`config.mk`:
```
export PLATFORM = sky130hd
export DESIGN_NAME = cst_ctrl
export DESIGN_NICKNAME = d
export VERILOG_FILES = /design/src/hw/rtl/cst_pkg.sv /design/src/hw/rtl/cst_ctrl.sv
export SDC_FILE = /design/constraint.sdc
export NUM_CORES = 1
export LEC_CHECK = 0
export ABC_AREA = 1
export BUFFER_PORTS_ARGS = -buffer_cell sky130_fd_sc_hd__buf_2
export CAP_MARGIN = 20
export CORE_AREA = 5 5 42 44
export CTS_CLUSTER_DIAMETER = 50
export DETAILED_ROUTE_END_ITERATION = 12
export DIE_AREA = 0 0 47 49
export GPL_ROUTABILITY_DRIVEN = 0
export PLACE_DENSITY = 0.35
export REMOVE_ABC_BUFFERS = 1
export SYNTH_ARGS = -nofsm -noshare
export SYNTH_HDL_FRONTEND = slang
export SYNTH_SLANG_ARGS = --single-unit
```
`constraint.sdc`:
```
create_clock -name clk -period 1.01 [get_ports clk]
set_clock_uncertainty 0.05 [all_clocks]
set_input_delay 0.202 -clock clk [delete_from_list [all_inputs] [get_ports clk]]
set_output_delay 0.202 -clock clk [all_outputs]
set_load 0.03 [all_outputs]
```
`src/hw/rtl/cst_pkg.sv`:
```
// ----------------------------------------------------------------------------
// cst_pkg
// Shared types and constants for the connection state table.
// ----------------------------------------------------------------------------
package cst_pkg;

    localparam int ENTRIES_DEF = 64;
    localparam logic [31:0] MAX_AGE_RST = 32'd300;

    localparam logic [1:0] KIND_LOOKUP  = 2'd0;
    localparam logic [1:0] KIND_REFRESH = 2'd1;
    localparam logic [1:0] KIND_ADD     = 2'd2;
    localparam logic [1:0] KIND_SWEEP   = 2'd3;

    localparam logic [2:0] ST_HIT   = 3'd0;
    localparam logic [2:0] ST_ADDED = 3'd1;
    localparam logic [2:0] ST_MISS  = 3'd2;
    localparam logic [2:0] ST_BAD   = 3'd3;
    localparam logic [2:0] ST_FULL  = 3'd4;
    localparam logic [2:0] ST_SWEEP = 3'd5;

    localparam logic [15:0] ETH_IPV4 = 16'h0800;
    localparam logic [15:0] ETH_IPV6 = 16'h86DD;
    localparam logic [7:0]  PROTO_ICMP = 8'd1;
    localparam logic [7:0]  PROTO_TCP  = 8'd6;
    localparam logic [7:0]  PROTO_UDP  = 8'd17;
    localparam logic [7:0]  V6_MASK = 8'hf0;
    localparam logic [7:0]  V6_VER  = 8'h60;

    typedef enum logic [2:0] {
        S_IDLE,
        S_CHECK,
        S_SCAN,
        S_DECIDE,
        S_OUT
    } state_t;

    typedef struct packed {
        logic load;
        logic check;
        logic scan_start;
        logic scan_step;
        logic decide;
    } cmd_t;

    typedef struct packed {
        logic bad;
        logic sweep;
        logic scan_done;
    } stat_t;

endpackage

```
`src/hw/rtl/cst_ctrl.sv`:
```
// ----------------------------------------------------------------------------
// cst_ctrl
// Sequencer: load, check, scan entries, decide, present result.
// ----------------------------------------------------------------------------
module cst_ctrl (
    input  logic           clk,
    input  logic           rst_n,
    input  logic           in_valid,
    output logic           in_ready,
    output logic           out_valid,
    input  logic           out_ready,
    input  cst_pkg::stat_t stat,
    output cst_pkg::cmd_t  cmd
);

    cst_pkg::state_t state_reg, state_next;

    always_ff @(posedge clk or negedge rst_n)
    begin
        if (!rst_n)
            state_reg <= cst_pkg::S_IDLE;
        else
            state_reg <= state_next;
    end

    always_comb
    begin
        state_next = state_reg;
        case (state_reg)
            cst_pkg::S_IDLE:   if (in_valid) state_next = cst_pkg::S_CHECK;
            cst_pkg::S_CHECK:
                if (stat.bad && !stat.sweep) state_next = cst_pkg::S_OUT;
                else state_next = cst_pkg::S_SCAN;
            cst_pkg::S_SCAN:   if (stat.scan_done) state_next = cst_pkg::S_DECIDE;
            cst_pkg::S_DECIDE: state_next = cst_pkg::S_OUT;
            cst_pkg::S_OUT:    if (out_ready) state_next = cst_pkg::S_IDLE;
            default:           state_next = cst_pkg::S_IDLE;
        endcase
    end

    always_comb
    begin
        cmd = '0;
        in_ready = 1'b0;
        out_valid = 1'b0;
        case (state_reg)
            cst_pkg::S_IDLE:
            begin
                in_ready = 1'b1;
                cmd.load = in_valid;
            end
            cst_pkg::S_CHECK:
            begin
                cmd.check = 1'b1;
                cmd.scan_start = 1'b1;
            end
            cst_pkg::S_SCAN:   cmd.scan_step = 1'b1;
            cst_pkg::S_DECIDE: cmd.decide = 1'b1;
            cst_pkg::S_OUT:    out_valid = 1'b1;
            default:           cmd = '0;
        endcase
    end

endmodule

```
# Word-level counts from Yosys, hierarchy flattened
# Cells that the tools add are included.
# Widths: inputs -> output; s select.
[totals]
regBits = 3
inputBits = 7
output_inout_bits = 7
elab_cells = 23
[classes]
eq_ne = 7
n_mux = 11
n_reduce_logical = 4
[op_table]
columns = ["op", "count"]
rows = [
  ["$pmux 3 s5", 1],
  ["$mux 3", 4],
  ["$eq 3x2->1 const B", 2],
  ["$ne 2x2->1 const B", 3],
  ["$mux 1", 5],
  ["$eq 3x1->1 const B", 1],
  ["$eq 3x3->1 const B", 1],
  ["$logic_not 3->1", 1],
  ["$reduce_and 3->1", 1],
  ["$mux 2", 1],
  ["$logic_and 1x1->1", 1],
  ["$logic_not 1->1", 1],
]

# Longest topological paths before layout
# Gate-level depths: netlist (run 1).
[depth]
ltp_word = 4
depth_mapped = 5
ltp_nobuf = 4

# Worst setup path after synthesis (run 1)
# No wires, ideal clock.
[synth_path]
kind = "register to output"
start = "register state_reg[2]"
end = "output cmd[3] (netlist name)"
arrival_time_ns = 1.243
t_required_ns = 0.758
setup_slack_ns = -0.485
path_stages_with_launch = 5
n_path_buf = 1
path_cell_list = "dfrtp_1 -> inv_1 -> nand2_1 -> nor2_1 -> buf_4"
[synth_lines]
columns = ["element", "line", "text"]
rows = [
  ["start, declared", "cst_ctrl.sv:16", "cst_pkg::state_t state_reg, state_next;"],
  ["start signal, assigned", "cst_ctrl.sv:21", "state_reg <= cst_pkg::S_IDLE;"],
  ["start signal, assigned", "cst_ctrl.sv:23", "state_reg <= state_next;"],
  ["end, declared", "cst_ctrl.sv:13", "output cst_pkg::cmd_t cmd"],
]

==> impl_metrics.env, run 1 <==
export IMPL_status="finished, violations left"
export IMPL_violations="setup timing"
export IMPL_chipWidth_um=47
export IMPL_track_usage_pct=6.91
export IMPL_cts_max_level=1
export IMPL_cts_root_buf="clkbuf_4"
export IMPL_r2r_start="state_reg[2]"
export IMPL_crit_path_end_kind="output port"
export IMPL_firstDrtPassIters=4
export IMPL_holdPathStages=3
export IMPL_place_hpwl_um=477
export IMPL_viasPerCell=4.15
export IMPL_grt_setup_unrepaired="yes"
export IMPL_drc=0
export IMPL_largest_register_ffs=3
export IMPL_n_antenna_cell=0
export IMPL_via_count=282
export IMPL_die_area_mm2=0.00230
export IMPL_critPathArrivalTime_ns=1.15
export IMPL_min_path_type="input port to register"
export IMPL_clock_sinks=3
export IMPL_period_needed_ns=1.40
export IMPL_relSlewSlack_pct=87.4
export IMPL_worst_slack_ns=-0.388
export IMPL_io_pins=14
export IMPL_grt_pass1_wl_mm=1.06
export IMPL_finalMaxSlewViolations=0
export IMPL_rrSetupSlack_ns=-0.12
export IMPL_power_density_mw_per_mm2=3930
export IMPL_synth_top_area_share_pct=34.5
export IMPL_wl_per_cell_um=9.68
export IMPL_synthDistinctLibCells=14
export IMPL_cap_violations=0
export IMPL_whs_ns=0.217
export IMPL_drt_iter0_drc=3
export IMPL_synth_top_cell_by_area="dfrtp_1"
export IMPL_hp_start="out_ready"
export IMPL_cts_tree="yes"
export IMPL_ir_worst_vdd_v=0.00171
export IMPL_setup_tns_final_ns=-2.70
export IMPL_area_delta_synth_final_pct=94.3
export IMPL_min_to="state_reg[2]"
export IMPL_port_buffers=13
export IMPL_avgSynthCellArea_um2=7.26
export IMPL_clk_pin_slew_ns=0.04
export IMPL_yosys_register_bits=3
export IMPL_fmax_ghz=0.715
export IMPL_syn_inst=30
export IMPL_p_leak_nw=0.228
export IMPL_r2r_worst_path_cells=6
export IMPL_setup_viol=8
export IMPL_overflow=0
export IMPL_die_height_um=49
export IMPL_grt_start_max_net_pins=9
export IMPL_core_area_mm2=0.00140
export IMPL_timing_final_crit_share_pct=138
export IMPL_antenna_found_initial=0
export IMPL_layout_nets=60
export IMPL_grt_pass1_vias=254
export IMPL_netlist_area_um2=218
export IMPL_synth_seq_area_share_pct=34.5
export IMPL_ys_warn_count=0
export IMPL_dp_slack_ns=-0.197
export IMPL_crit_fanout=3
export IMPL_rows=14
export IMPL_clk_latency_ns=0.23
export IMPL_cp_start_kind="register"
export IMPL_hold_viol=0
export IMPL_finish_utilization_pct=30.2
export IMPL_synthTopCellsByArea="dfrtp_1 34%, inv_1 12%, nor2_1 8.6%, nand3_1 6.9%, buf_6 5.2%"
export IMPL_cts_buffer_depth=2
export IMPL_r2r_end="state_reg[0]"
export IMPL_drive_gt1_share_pct=65.4
export IMPL_start_util_pct=15.5
export IMPL_required_ns=0.76
export IMPL_routed_wl_um=658
export IMPL_crit_type="register to output port"
export IMPL_nFillCells=162
export IMPL_cts_buffers=3
export IMPL_tightest_slew_ns=0.189
export IMPL_postRouteAntennaNets=0
==> cells in the mapped netlist <==
cell      n
o21ai_1   1
nor2_1    5
nor3_2    1
o21ai_2   1
nor2_2    1
buf_6     1
nand3b_1  1
inv_1     7
nand2_1   3
nand3_2   1
buf_4     1
nor3_1    1
nand3_1   3
dfrtp_1   3
==> final cells by class <==
class	instances	area (µm²)	area share, %
sequential	3	76.3	18.0
inverter	7	26.3	6.21
multi-input combinational	18	121	28.7
clock buffer	4	26.3	6.21
timing repair buffer	20	153	36.1
tap	16	20.0	4.73
==> metrics by stage <==
step | instance area [µm²] | power (mW) | instances
after detailed placement | 314 | 1.13 | 61
after global routing | 423 | 1.78 | 68
after global placement | 314 | 1.15 | 61
after floorplan | 199 | 0.797 | 28
final | 423 | 1.66 | 68
after CTS | 380 | 1.49 | 67
==> routing by layer <==
layer	global-route usage [%]	routed length [µm]	part of all wire, %
met3	3.32	74	11
met1	6.61	202	31
met4	8.29	8	1.2
met5	0	0	0
met2	9.28	373	57
==> power by group <==
group / switching (mW) / leakage [nW] / internal, mW
clock network: 0.0645 / 0.0150 / 0.148
registers: 0.109 / 0.0369 / 0.183
logic: 0.630 / 0.176 / 0.526
==> timing repair <==
action,4_1_cts,5_1_grt
setup endpoints to repair,10,10
hold buffers,1,0
endpoints found under the hold margin,3,0
resized for setup,11,10
setup buffers,1,1
pin swaps,2,4
==> cells in the final DEF, fill, tap and decap left out <==
cell           n
o21ai_4        1
nor2_1         4
o21ai_2        1
nor2_2         1
inv_2          4
nand3_1        3
nor3_2         2
inv_1          3
nor2_4         1
dlygate4sd3_1  1
clkbuf_4       3
buf_6          4
buf_4          9
clkbuf_1       1
dfrtp_1        2
nand3_2        1
nand3b_1       1
dfrtp_2        1
nand2_1        3
buf_2          6
==> kinds of logic (layout without fill, tap and decap cells) <==
logic type / Yosys count / after routing / share of synthesized area [%]
buf+inv: 9 / 31 / 20.7
compound gates: 2 / 2 / 6.32
simple gates: 16 / 16 / 38.5
flops: 3 / 3 / 34.5
==> worst max-delay path by stage <==
stage                      start      to  slack, ns  cells after the start
floorplan           state_reg[2]  cmd[2]      -0.55                      3
global placement    state_reg[0]  cmd[4]      -0.16                      4
detailed placement  state_reg[2]  cmd[4]      -0.20                      4
CTS                 state_reg[0]  cmd[4]      -0.42                      4
global route        state_reg[2]  cmd[4]      -0.44                      4
finish              state_reg[2]  cmd[4]      -0.39                      4
==> critical path: stages, from the launching register on <==
cell and delay [ns]:
dfrtp_1 0.42, nor2_4 0.15, inv_2 0.06, nor3_2 0.10, buf_4 0.18
No activity file was read; power rests on OpenSTA's default activity.
==> run 2, diff against run 1 <==
- CORE_AREA: 5 5 42 44 -> 2 2 39 41
- DIE_AREA: 0 0 47 49 -> 0 0 41 43
- PLACE_DENSITY: 0.35 -> 0.49
==> run 2 against run 1 <==
Against the previous run: the flow still finishes with violations (setup timing); global-route usage down 0.065 points; combinational power about the same; flip-flop and latch count unchanged; hold slack worse by 0.00071 ns; utilization up 0.47 points; clock power down 3%; total power up 0.75%; critical path type unchanged; largest power group unchanged; highest routed layer is now met3.
==> impl_metrics.env, run 2 (synthesized netlist as in run 1, its figures left out) <==
export IMPL_status="finished, violations left"
export IMPL_violations="setup timing"
export IMPL_crit_type="register to output port"
export IMPL_finalMaxSlewViolations=0
export IMPL_grt_pass1_wl_um=765
export IMPL_antenna_found_initial=0
export IMPL_min_path_type="input port to register"
export IMPL_rows=14
export IMPL_p_int_mw=0.889
export IMPL_largest_register_ffs=3
export IMPL_core_area_mm2=0.00138
export IMPL_setup_viol=9
export IMPL_required_ns=0.76
export IMPL_placed_area_um2=299
export IMPL_area_delta_synth_final_pct=94.8
export IMPL_fin_area_um2=424
export IMPL_routed_wl_um=545
export IMPL_dp_cells=59
export IMPL_die_area_mm2=0.00176
export IMPL_pwr_share_seq_pct=17.8
export IMPL_period_needed_ns=1.39
export IMPL_postRouteAntennaNets=0
export IMPL_p_sw_share_pct=46.9
export IMPL_crit_path_end_kind="output port"
export IMPL_r2r_worst_path_cells=6
export IMPL_power_density_mw_per_mm2=3950
export IMPL_wl_per_cell_um=7.90
export IMPL_layout_nets=61
export IMPL_r2r_start="state_reg[2]"
export IMPL_clk_pin_slew_ns=0.04
export IMPL_worst_slack_ns=-0.379
export IMPL_cts_tree="yes"
export IMPL_place_hpwl_um=392
export IMPL_worstSetupEndpoint="cmd[4]"
export IMPL_track_usage_pct=6.84
export IMPL_timing_final_crit_share_pct=138
export IMPL_viasPerCell=3.62
export IMPL_overflow=0
export IMPL_max_stage_delay_ns=0.42
export IMPL_final_cell_mix="11 x buf_4, 6 x buf_2, 4 x inv_1, 4 x nor2_1"
export IMPL_ir_worst_vdd_v=0.00161
export IMPL_p_comb_share_pct=69.9
export IMPL_crit_slowest_cell="dfrtp_1"
export IMPL_relSlewSlack_pct=87.6
export IMPL_grt_setup_unrepaired="yes"
export IMPL_critPathArrivalTime_ns=1.14
export IMPL_start_util_pct=15.7
export IMPL_r2r_end="state_reg[0]"
export IMPL_grt_start_max_net_pins=9
export IMPL_clkPwrFrac_pct=12.3
export IMPL_grt_pass1_vias=217
export IMPL_io_pins=14
export IMPL_fmax_ghz=0.720
export IMPL_drt_iter0_drc=1
export IMPL_port_buffers=13
export IMPL_cp_start_kind="register"
export IMPL_rrSetupSlack_ns=-0.13
export IMPL_clock_sinks=3
export IMPL_layout_cells_non_filler=69
export IMPL_path_cells="nor2_4 -> inv_2 -> nor3_2 -> buf_4"
export IMPL_chipWidth_um=41
export IMPL_p_leak_nw=0.228
export IMPL_cts_max_level=1
export IMPL_crit_family="flip-flops"
export IMPL_startpoint="state_reg[2]"
export IMPL_critPathBufInv=2
export IMPL_die_height_um=43
export IMPL_dp_slack_ns=-0.196
export IMPL_crit_fanout=3
export IMPL_firstDrtPassIters=4
export IMPL_drc=0
export IMPL_net_switching_power_mw=0.785
export IMPL_clk_latency_ns=0.23
export IMPL_drive_gt1_share_pct=66.0
export IMPL_cap_violations=0
export IMPL_cts_root_buf="clkbuf_4"
export IMPL_cts_buffers=3
export IMPL_tightest_slew_ns=0.186
export IMPL_path_depth=4
export IMPL_whs_ns=0.216
export IMPL_cts_buffer_depth=2
export IMPL_n_antenna_cell=0
export IMPL_final_common_cell="buf_4"
export IMPL_hold_viol=0
export IMPL_via_count=250
-- run 2: layout make-up --
class / instances / area [µm²]
multi-input cells: 18 / 118
flip-flops and latches: 3 / 77.6
repair buffers: 21 / 156
clock buffers: 4 / 26.3
fillers: 156 / 960
well taps: 16 / 20.0
inverters: 7 / 26.3
-- run 2: how the worst min path moves through the flow --
stage               startpoint      endpoint  slack [ns]  cells past startpoint
CTS                    stat[1]  state_reg[1]        0.21                      3
floorplan                rst_n  state_reg[0]       -0.14                      0
finish                 stat[1]  state_reg[1]        0.22                      3
detailed placement       rst_n  state_reg[2]       -0.05                      1
global placement         rst_n  state_reg[2]       -0.05                      1
global route           stat[1]  state_reg[1]        0.22                      3
-- run 2: repair_timing --
| action | in CTS | in global routing |
|---|---|---|
| setup endpoints to repair | 10 | 9 |
| buffers inserted | 3 | 2 |
| hold endpoints to repair | 3 | 0 |
| pin swaps | 2 | 2 |
| resized for setup | 11 | 9 |
| hold buffers | 1 | 0 |
-- run 2: per-stage QoR --
stage / power, mW / setup TNS, ns / util (%)
2_1_floorplan: 0.797 / -2.35 / -
4_1_cts: 1.49 / -2.65 / 27.5
3_3_place_gp: 1.06 / -1.02 / 21.6
3_5_place_dp: 1.05 / -1.03 / 21.6
5_1_grt: 1.80 / -3.17 / 30.7
6_report: 1.67 / -2.56 / 30.7
-- run 2: power by group through the flow --
| stage | sequential [mW] | combinational (mW) | clock [mW] |
|---|---|---|---|
| after floorplan | 0.247 | 0.549 | 0 |
| after detailed placement | 0.263 | 0.787 | 0 |
| after CTS | 0.264 | 1.00 | 0.218 |
| final | 0.298 | 1.17 | 0.206 |
| after global routing | 0.311 | 1.26 | 0.232 |
| after global placement | 0.263 | 0.792 | 0 |
-- run 2: layer usage --
layer	part of all wire [%]	GRT usage (%)	vias up
li1	-	-	138
met1	43	8.74	102
met2	46	8.13	10
met3	10	3.14	0
met4	0	6.00	0
met5	0	0	-
-- run 2: worst register-to-register path, cell delays in order, from the launching register on --
cell,delay [ns]
dfrtp_1,0.42
nor2_4,0.16
buf_4,0.13
buf_4,0.10
nand3_1,0.06
nand3_1,0.08
nor2_1,0.04
==> run 3, diff against run 2 <==
- ABC_AREA: 1 -> 0
- PLACE_DENSITY: 0.49 -> 0.46
==> run 3 against run 2 <==
Against the previous run: the run still ends with setup timing left; wire length fell by 2.9%; hold slack got worse by 0.043 ns; clock-buffer cell count did not move; maximum frequency fell by 1.6%; critical endpoint unchanged; highest routed layer is now met4.
==> impl_metrics.env, run 3 <==
export IMPL_setup_tns_final_ns=-2.48
export IMPL_synth_top_cell_by_area="dfrtp_1"
export IMPL_crit_path_end_kind="output port"
export IMPL_setup_viol=7
export IMPL_avgSynthCellArea_um2=9.68
export IMPL_start_util_pct=13.3
export IMPL_n_antenna_cell=0
export IMPL_area_delta_synth_final_pct=103
export IMPL_synth_most_common_cell="dfrtp_1"
export IMPL_cts_tree="yes"
export IMPL_drive_gt1_share_pct=76.9
export IMPL_port_buffers=13
export IMPL_required_ns=0.76
export IMPL_cts_buffers=3
export IMPL_grt_use_met3_pct=1.57
export IMPL_ys_async_sr_fraction_pct=100
export IMPL_ir_worst_vdd_v=0.000713
export IMPL_netlist_top_cells_count="3 x dfrtp_1, 2 x inv_1, 2 x nor3_1"
export IMPL_synth_seq_area_share_pct=40.8
export IMPL_io_pins=14
export IMPL_firstDrtPassIters=2
export IMPL_whs_ns=0.173
export IMPL_synthTopCellsByArea="dfrtp_1 41%, nor3b_2 6.8%, mux2i_1 5.4%, nor3_1 5.4%, nor3_2 5.4%"
export IMPL_clk_latency_ns=0.23
export IMPL_synth_edf_count=0
export IMPL_netlist_area_um2=184
export IMPL_grt_use_met2_pct=8.44
export IMPL_drc=0
export IMPL_track_usage_pct=7.34
export IMPL_final_cell_mix="7 x buf_2, 6 x buf_4, 3 x clkbuf_4, 3 x buf_6, 3 x dfrtp_2"
export IMPL_cts_max_level=1
export IMPL_synth_top_area_share_pct=40.8
export IMPL_placed_area_um2=284
export IMPL_wl_per_cell_um=9.62
export IMPL_yosys_register_bits=3
export IMPL_crit_slowest_cell="dfrtp_2"
export IMPL_tightest_slew_ns=0.209
export IMPL_p_leak_nw=0.182
export IMPL_max_stage_delay_ns=0.44
export IMPL_die_area_mm2=0.00176
export IMPL_rows=14
export IMPL_fin_area_um2=373
export IMPL_grt_start_max_net_pins=8
export IMPL_violations="setup timing"
export IMPL_grt_pass1_wl_um=793
export IMPL_grt_pass1_vias=202
export IMPL_viasPerCell=4.00
export IMPL_critPathArrivalTime_ns=1.16
export IMPL_timing_final_crit_share_pct=140
export IMPL_overflow=0
export IMPL_finalMaxSlewViolations=0
export IMPL_largest_register_ffs=3
export IMPL_via_count=220
export IMPL_drt_iter0_drc=1
export IMPL_grtUsageMet1_pct=9.06
export IMPL_layout_nets=47
export IMPL_cp_start_kind="register"
export IMPL_clk_pin_slew_ns=0.04
export IMPL_cts_buffer_depth=2
export IMPL_die_height_um=43
export IMPL_synthDistinctLibCells=15
export IMPL_chipWidth_um=41
export IMPL_cts_root_buf="clkbuf_4"
export IMPL_core_area_mm2=0.00138
export IMPL_min_path_type="input port to register"
export IMPL_syn_inst=19
export IMPL_grt_setup_unrepaired="yes"
export IMPL_antenna_found_initial=0
export IMPL_crit_type="register to output port"
export IMPL_crit_fanout=6
export IMPL_final_common_cell="buf_2"
export IMPL_ys_warn_count=0
export IMPL_top_usage_layer="met4"
export IMPL_worst_slack_ns=-0.402
export IMPL_relSlewSlack_pct=86.0
export IMPL_path_cells="nor3_2 -> and2_1 -> buf_6"
export IMPL_power_density_mw_per_mm2=3680
export IMPL_status="finished, violations left"
export IMPL_synthFlopType="dfrtp_1"
export IMPL_clock_sinks=3
export IMPL_routed_wl_um=529
export IMPL_postRouteAntennaNets=0
export IMPL_hold_viol=0
export IMPL_fmax_ghz=0.708
export IMPL_cap_violations=0
export IMPL_period_needed_ns=1.41
## run 3: worst max-delay path, delay by kind of cell, from the launching register on
family                 cells  cell delay, ns
AND/OR/NAND/NOR            2            0.35
flip-flops                 1            0.44
buffers and inverters      1            0.13
## run 3: final timing paths
check                        startpoint           end  slack (ns)  cells after the start
min in group asynchronous         rst_n  state_reg[2]        0.24                      2
setup / recovery           state_reg[0]        cmd[4]       -0.40                      3
hold reg to reg            state_reg[2]  state_reg[0]        0.48                      1
hold / removal                out_ready  state_reg[2]        0.17                      3
setup reg to reg           state_reg[1]  state_reg[1]           0                      2
max in group asynchronous         rst_n  state_reg[1]        0.55                      2
## run 3: routing by layer
layer  wire length [µm]  vias up
li1                   -      106
met1                238       96
met4                 19        0
met3                 65        2
met5                  0        -
met2                205       16
## run 3: cell type report
type                    count  area, µm²
multi-input cells          12        113
flip-flops and latches      3       78.8
inverters                   3       11.3
fillers                   161       1010
well taps                  16       20.0
repair buffers             17        124
clock buffers               4       26.3
## run 3: logic make-up (layout without fill, tap and decap cells)
group	after synthesis	in the layout	share of synthesized area, %
muxes	1	1	5.44
buffers and inverters	4	24	10.2
and+or+nand+nor	8	8	31.3
AOI/OAI and AO/OA	3	3	12.2
DFF	3	3	40.8
## run 3: per-stage QoR
step | power (mW) | utilization (%) | setup WS (ns) | std cells
2_1_floorplan | 0.723 | - | -1.08 | 18
3_3_place_gp | 0.973 | 20.5 | -0.204 | 50
3_5_place_dp | 0.976 | 20.5 | -0.234 | 50
4_1_cts | 1.35 | 26.3 | -0.406 | 56
5_1_grt | 1.48 | 26.9 | -0.474 | 55
6_report | 1.37 | 26.9 | -0.402 | 55
## run 3: repair_timing
action,4_1_cts,5_1_grt
setup endpoints to repair,8,10
hold buffers,1,0
pin swaps,3,3
endpoints found under the hold margin,3,0
cloned,0,0
buffers inserted,1,0
resized for setup,13,3
## run 3: power breakdown
group | switching (mW) | total, mW | internal [mW]
Combinational | 0.462 | 0.858 | 0.396
Clock | 0.0657 | 0.214 | 0.148
Sequential | 0.112 | 0.299 | 0.187
Total | 0.640 | 1.37 | 0.731
